===== config.mk =====
export PLATFORM = sky130hd
export DESIGN_NAME = unsigned_to_ascii_digits_unit
export DESIGN_NICKNAME = d
export VERILOG_FILES = /design/src/uvad_pkg.sv /design/src/uvad_digit_cell.sv /design/src/unsigned_to_ascii_digits_unit.sv
export SDC_FILE = /design/constraint.sdc
export NUM_CORES = 1
export LEC_CHECK = 0
export BUFFER_PORTS_ARGS = -buffer_cell sky130_fd_sc_hd__clkbuf_2
export CAP_MARGIN = 20
export CORE_MARGIN = 3
export CORE_UTILIZATION = 40
export DETAILED_ROUTE_END_ITERATION = 8
export GPL_TIMING_DRIVEN = 1
export SETUP_SLACK_MARGIN = 0.05
export SLEW_MARGIN = 25
export SYNTH_ARGS = -nofsm -noshare
export SYNTH_HDL_FRONTEND = slang
export SYNTH_HIERARCHICAL = 1
export SYNTH_SLANG_ARGS = --single-unit

===== constraint.sdc =====
create_clock -name clk -period 6.8 [get_ports clk]
set_input_delay 0.68 -clock clk [delete_from_list [all_inputs] [get_ports clk]]
set_output_delay 0.68 -clock clk [all_outputs]
set_load 0.02 [all_outputs]

===== src/uvad_pkg.sv =====
package uvad_pkg;

  // Width of the value port and number of digit cells in the chain.
  localparam int VALUE_W            = 32;
  localparam int DEFAULT_VALUE_BITS = 32;
  localparam int NUM_CELLS          = 10;
  localparam int DIGIT_W            = 4;
  localparam int KIND_W             = 2;
  localparam int CHAR_W             = 7;

  // Format kinds. Any kind other than decimal selects hex, and bit 1 selects upper case.
  localparam logic [KIND_W-1:0] KIND_DEC       = 2'd0;
  localparam logic [KIND_W-1:0] KIND_HEX_LOWER = 2'd1;
  localparam logic [KIND_W-1:0] KIND_HEX_UPPER = 2'd2;
  localparam int                KIND_UPPER_BIT = 1;

  // ASCII offsets for digits, upper-case letters and lower-case letters.
  localparam logic [CHAR_W-1:0] ASCII_ZERO      = 7'd48;
  localparam logic [CHAR_W-1:0] ASCII_UPPER_OFS = 7'd55;
  localparam logic [CHAR_W-1:0] ASCII_LOWER_OFS = 7'd87;

  localparam logic [DIGIT_W-1:0] DEC_MAX_DIGIT  = 4'd9;
  localparam logic [DIGIT_W-1:0] DABBLE_LIMIT   = 4'd5;
  localparam logic [DIGIT_W-1:0] DABBLE_ADJUST  = 4'd3;

  typedef enum logic [1:0] {
    ST_IDLE,
    ST_CONV,
    ST_EMIT
  } uvad_state_t;

  // Control word broadcast to every cell of the chain.
  typedef struct packed {
    logic clear;   // load zero into every digit
    logic conv;    // take two bits from the lower neighbor
    logic shift;   // take the whole digit from the lower neighbor
    logic dec;     // apply the decimal add-3 correction
  } cell_ctl_t;

  function automatic logic [CHAR_W-1:0] digit_to_ascii(input logic [DIGIT_W-1:0] d,
                                                       input logic [KIND_W-1:0]  kind);
    logic [CHAR_W-1:0] ext;
    ext = {{(CHAR_W-DIGIT_W){1'b0}}, d};
    if (d <= DEC_MAX_DIGIT) begin
      return ext + ASCII_ZERO;
    end else if (kind[KIND_UPPER_BIT]) begin
      return ext + ASCII_UPPER_OFS;
    end else begin
      return ext + ASCII_LOWER_OFS;
    end
  endfunction

endpackage


===== src/uvad_digit_cell.sv =====
module uvad_digit_cell (
  input  logic                    clk,
  input  uvad_pkg::cell_ctl_t     ctl,
  input  logic                    cy1_i,
  input  logic                    cy2_i,
  input  logic [uvad_pkg::DIGIT_W-1:0] digit_i,
  output logic                    cy1_o,
  output logic                    cy2_o,
  output logic [uvad_pkg::DIGIT_W-1:0] digit_o
);
  import uvad_pkg::*;

  logic [DIGIT_W-1:0] dig_r;
  logic [DIGIT_W-1:0] dig_nxt;
  logic [DIGIT_W-1:0] c1;
  logic [DIGIT_W-1:0] mid;
  logic [DIGIT_W-1:0] c2;

  // Two shift-and-correct steps per cycle. In hex mode the correction is off
  // and the cell is a plain four-bit shift stage.
  always_comb begin
    c1  = (ctl.dec && (dig_r >= DABBLE_LIMIT)) ? dig_r + DABBLE_ADJUST : dig_r;
    mid = {c1[DIGIT_W-2:0], cy1_i};
    c2  = (ctl.dec && (mid >= DABBLE_LIMIT)) ? mid + DABBLE_ADJUST : mid;
  end

  assign cy1_o   = c1[DIGIT_W-1];
  assign cy2_o   = c2[DIGIT_W-1];
  assign digit_o = dig_r;

  always_comb begin
    if (ctl.clear) begin
      dig_nxt = '0;
    end else if (ctl.conv) begin
      dig_nxt = {c2[DIGIT_W-2:0], cy2_i};
    end else if (ctl.shift) begin
      dig_nxt = digit_i;
    end else begin
      dig_nxt = dig_r;
    end
  end

  always_ff @(posedge clk) begin
    dig_r <= dig_nxt;
  end

endmodule


===== src/unsigned_to_ascii_digits_unit.sv =====
// After the accepting edge the value is shifted into the digit chain two bits per
// conversion cycle, then an emit pass steps through the ten digit positions of the chain.
// A new word is accepted only in idle: busy stays high through the conversion and the
// emit pass, so the next word waits until the last digit position has gone out.
// Reset: synchronous, active low; returns to idle with no strobe pending.
// Results cannot be stalled: each character is shown for exactly one cycle.
module unsigned_to_ascii_digits_unit #(
  parameter int VALUE_BITS = uvad_pkg::DEFAULT_VALUE_BITS
) (
  input  logic                           clk,
  input  logic                           rst_n,
  input  logic                           start,
  output logic                           busy,
  input  logic [uvad_pkg::VALUE_W-1:0]   in_value,
  input  logic [uvad_pkg::KIND_W-1:0]    in_kind,
  output logic                           out_strobe,
  output logic [uvad_pkg::CHAR_W-1:0]    out_character,
  output logic                           out_last_char
);
  import uvad_pkg::*;

  // Only the low bits of the value take part; the shift register is padded to an
  // even width so that two bits leave it in every conversion cycle.
  localparam int EFF_W   = (VALUE_BITS < VALUE_W) ? VALUE_BITS : VALUE_W;
  localparam int SHIFT_W = EFF_W + (EFF_W % 2);
  localparam int STEPS   = SHIFT_W / 2;
  localparam int CNT_W   = $clog2(STEPS + 1);
  localparam int POS_W   = $clog2(NUM_CELLS + 1);
  localparam logic [CNT_W-1:0] STEPS_C = CNT_W'(STEPS);
  localparam logic [POS_W-1:0] CELLS_C = POS_W'(NUM_CELLS);
  localparam logic [CNT_W-1:0] CNT_ONE = CNT_W'(1);
  localparam logic [POS_W-1:0] POS_ONE = POS_W'(1);

  uvad_state_t          state_r, state_nxt;
  logic [CNT_W-1:0]     cnt_r, cnt_nxt;
  logic [POS_W-1:0]     pos_r, pos_nxt;
  logic                 seen_r, seen_nxt;
  logic [SHIFT_W-1:0]   sh_r, sh_nxt;
  logic [KIND_W-1:0]    kind_r, kind_nxt;
  logic                 strobe_r, strobe_nxt;
  logic [CHAR_W-1:0]    char_r, char_nxt;
  logic                 last_r, last_nxt;

  cell_ctl_t            ctl;
  logic                 accept;
  logic                 emit_now;

  // Chain wiring: index 0 is the least significant digit, the top cell holds the
  // digit that goes out next during the emit pass.
  logic [NUM_CELLS:0]   cy1;
  logic [NUM_CELLS:0]   cy2;
  logic [DIGIT_W-1:0]   dig [NUM_CELLS+1];
  logic [DIGIT_W-1:0]   top_digit;

  assign accept = start && (state_r == ST_IDLE);
  assign busy   = (state_r != ST_IDLE);

  // The bits of the value enter the bottom cell most significant first.
  assign cy1[0] = sh_r[SHIFT_W-1];
  assign cy2[0] = sh_r[SHIFT_W-2];
  assign dig[0] = '0;

  for (genvar i = 0; i < NUM_CELLS; i++) begin : g_cell
    uvad_digit_cell u_cell (
      .clk     (clk),
      .ctl     (ctl),
      .cy1_i   (cy1[i]),
      .cy2_i   (cy2[i]),
      .digit_i (dig[i]),
      .cy1_o   (cy1[i+1]),
      .cy2_o   (cy2[i+1]),
      .digit_o (dig[i+1])
    );
  end

  assign top_digit = dig[NUM_CELLS];

  // Leading zero positions are passed over without a strobe. The final position
  // always goes out, which gives the single '0' for a zero value. The carries out
  // of the top cell are never needed: the chain is deep enough for the value.
  assign emit_now = (state_r == ST_EMIT) &&
                    (seen_r || (top_digit != '0) || (pos_r == POS_ONE));

  // Next state.
  always_comb begin
    state_nxt = state_r;
    case (state_r)
      ST_IDLE: begin
        if (start) begin
          state_nxt = ST_CONV;
        end
      end
      ST_CONV: begin
        if (cnt_r == CNT_ONE) begin
          state_nxt = ST_EMIT;
        end
      end
      ST_EMIT: begin
        if (pos_r == POS_ONE) begin
          state_nxt = ST_IDLE;
        end
      end
      default: state_nxt = ST_IDLE;
    endcase
  end

  // Chain control and datapath updates.
  always_comb begin
    ctl.clear  = 1'b0;
    ctl.conv   = 1'b0;
    ctl.shift  = 1'b0;
    ctl.dec    = (kind_r == KIND_DEC);
    cnt_nxt    = cnt_r;
    pos_nxt    = pos_r;
    seen_nxt   = seen_r;
    sh_nxt     = sh_r;
    kind_nxt   = kind_r;
    strobe_nxt = 1'b0;
    char_nxt   = char_r;
    last_nxt   = last_r;
    case (state_r)
      ST_IDLE: begin
        if (accept) begin
          ctl.clear = 1'b1;
          cnt_nxt   = STEPS_C;
          sh_nxt    = SHIFT_W'(in_value[EFF_W-1:0]);
          kind_nxt  = in_kind;
        end
      end
      ST_CONV: begin
        ctl.conv = 1'b1;
        sh_nxt   = sh_r << 2;
        cnt_nxt  = cnt_r - CNT_ONE;
        if (cnt_r == CNT_ONE) begin
          pos_nxt  = CELLS_C;
          seen_nxt = 1'b0;
        end
      end
      ST_EMIT: begin
        ctl.shift  = 1'b1;
        pos_nxt    = pos_r - POS_ONE;
        seen_nxt   = seen_r || emit_now;
        strobe_nxt = emit_now;
        char_nxt   = digit_to_ascii(top_digit, kind_r);
        last_nxt   = (pos_r == POS_ONE);
      end
      default: begin
      end
    endcase
  end

  always_ff @(posedge clk) begin
    if (!rst_n) begin
      state_r  <= ST_IDLE;
      strobe_r <= 1'b0;
    end else begin
      state_r  <= state_nxt;
      strobe_r <= strobe_nxt;
    end
  end

  // Payload and counters are qualified by the state and need no reset.
  always_ff @(posedge clk) begin
    cnt_r  <= cnt_nxt;
    pos_r  <= pos_nxt;
    seen_r <= seen_nxt;
    sh_r   <= sh_nxt;
    kind_r <= kind_nxt;
    char_r <= char_nxt;
    last_r <= last_nxt;
  end

  assign out_strobe    = strobe_r;
  assign out_character = char_r;
  assign out_last_char = last_r;

endmodule


==> reports/metrics.cfg <==
[run_status]
outcome=complete, no violations

[sta]
fin_setup_tns_ns=0
skew_ns=0.00922
setup_violations=0
fin_crit_ns=3.93
setup_ws_ns=2.87
fin_crit_sh_pct=57.8
drv_slew=0
finalHoldViolCount=0
max_slew.worst_pin.slew_ns=0.848
maxClockFrequency_mhz=255
rsz0062_at_grt=false
relSlewSlack_pct=43.3

[clock_network]
cts_resized=0
cts_setup_buffers=0
clock_path_buffers=2
cts_tree=yes
htreeDepth=3
root_buffer=clkbuf_16
cts-buffers-inserted=9
clk_pin_slew_ns=0.07
cts_hold_buf=0
cts.sinks=95
clkLatencyLatePin_ns=0.36

[routing]
antenna_left=0
drt_iter0_drc=282
post_drt_wl_per_cell_um=14.2
drc=0
dr_total_vias=5402
drt_wl_total_mm=14.4
first_pass_iters=4
vias_per_cell=5.36

[global_routing]
grt_pass1_wl_mm=24.4
overflow=0
antenna_found_initial=0
grt_use_total_pct=15.7
grt_pass1_vias=5246
grt_max_degree=93

[critical_path]
reg2reg_from=kind_r[1]$_DFFE_PP_
crit_slowest_cell=nor2_4
path_class=reg2reg
crit_start=kind_r[1]$_DFFE_PP_
cp.arrival_ns=4.14
setup.worst_path.start_class=flip-flop
crit_buf_inv=2
cp_top_family=simple AND/OR/NAND/NOR gates
worstPathRequired_ns=7.02
max_stage_delay_ns=0.69
crit_fanout=36
worstSetupEndpointType=flip-flop
path_common_cell=nor2_1
crit_chain=nor2_4 -> buf_4 -> o21ai_2 -> nor2_1 -> o211ai_1 -> xnor2_1 -> inv_1 -> ha_1 -> nand2b_1 -> nand3b_1 -> o221ai_2 -> o2111ai_1 -> xor2_1 -> a21oi_1 -> nor2_1

[power_and_ir_drop]
pwr-share-seq_pct=44.3
comb_power_share_pct=25.4
ir_worst_vdd_uv=131
swShare_pct=33.2
p_leak_nw=2.87
power.density_mw_per_mm2=214
p_clk_share_pct=30.4
p_int_mw=1.10
power_switching_mw=0.547

[placed_design]
port_buffers=46
hpwl_mm=9.96
dp_slack_ns=2.91
place_congestion=0.825

[floorplan]
coreArea_mm2=0.0168
die-area_mm2=0.0190
io_pins=47
die_x_um=138
rows=47
die_h_um=138
initial_utilization_pct=41.4

[min_path]
min_from=sh_r[30]$_DFFE_PP_
min_path_type=reg2reg

[layout]
drive_above_1_share_pct=18.3
fillers=1571
insertedDiodeCount=0
final_util_pct=46.1
areaGrowthSynthToFinish_pct=11.3
final_nets=867

[yosys]
syn_area_per_cell_um2=9.33
synthCells=744
netlist_area_mm2=0.00694
yosys_warnings=6

[run]
maxCapViolations=0

[worst min-delay path, cell delays in order (launching register included)]
cell and delay (ns):
edfxtp_1 0.32, a21oi_1 0.06, nor2_1 0.07
[layout by cell type (no fill, tap or decap), types with 12 or more instances in the layout]
master / n
nor2_1: 48
dfxtp_1: 43
mux2i_1: 21
edfxtp_1: 52
nand2_1: 118
a211oi_1: 30
clkbuf_2: 46
nor3_1: 23
xnor2_1: 35
o2111ai_1: 19
nand2b_1: 22
nor4b_1: 12
ha_1: 47
inv_1: 59
[path summary, 6_finish.rpt]
check / end / slack (ns) / cells past startpoint
min: g_cell[0].u_cell/digit_o[0]$_SDFFE_PP0P_ / 0.49 / 2
max: g_cell[4].u_cell/digit_o[0]$_SDFFE_PP0P_ / 2.87 / 15
max reg2reg: g_cell[4].u_cell/digit_o[0]$_SDFFE_PP0P_ / 2.87 / 15
min reg2reg: g_cell[0].u_cell/digit_o[0]$_SDFFE_PP0P_ / 0.49 / 2
[sequential cells by signal, indices dropped and copies added, names as in the netlist]
register               cells
g_cell.u_cell/digit_o     40
seen_r                     1
sh_r                      32
state_r                    2
cnt_r                      5
kind_r                     2
out_last_char              1
out_character              7
pos_r                      4
out_strobe                 1
[area by class of cell]
| type | count | area, um2 | area share, % |
|---|---|---|---|
| clock buffers | 9 | 225 | 2.92 |
| clock inverters | 7 | 63.8 | 0.826 |
| inverters | 61 | 230 | 2.98 |
| multi-input cells | 564 | 4200 | 54.4 |
| flip-flops and latches | 95 | 2420 | 31.4 |
| well taps | 220 | 275 | 3.56 |
| repair buffers | 52 | 308 | 3.99 |
[routing by layer]
| layer | up-vias | wire length (um) | track usage [%] |
|---|---|---|---|
| met5 | - | 0 | 0 |
| met4 | 0 | 91 | 3.57 |
| met3 | 6 | 542 | 4.24 |
| met2 | 90 | 6890 | 27.2 |
| met1 | 2560 | 6840 | 19.6 |
| li1 | 2746 | - | - |
[power by group through the flow]
stage	sequential, mW	clock [mW]	combinational [mW]
2_1_floorplan	0.723	0	0.333
3_3_place_gp	0.743	0	0.398
3_5_place_dp	0.744	0	0.412
4_1_cts	0.731	0.521	0.415
5_1_grt	0.740	0.540	0.471
6_report	0.730	0.501	0.418
[per-stage QoR]
stage               power [mW]  hold slack, ns  instances  instance area (um2)
detailed placement        1.16           0.471        991                 7410
floorplan                 1.06           0.447        747                 6950
finish                    1.65           0.485       1008                 7720
global route              1.75           0.502       1008                 7720
CTS                       1.67           0.492       1007                 7700
global placement          1.14           0.466        991                 7410
Power figures use the tool's default switching activity.
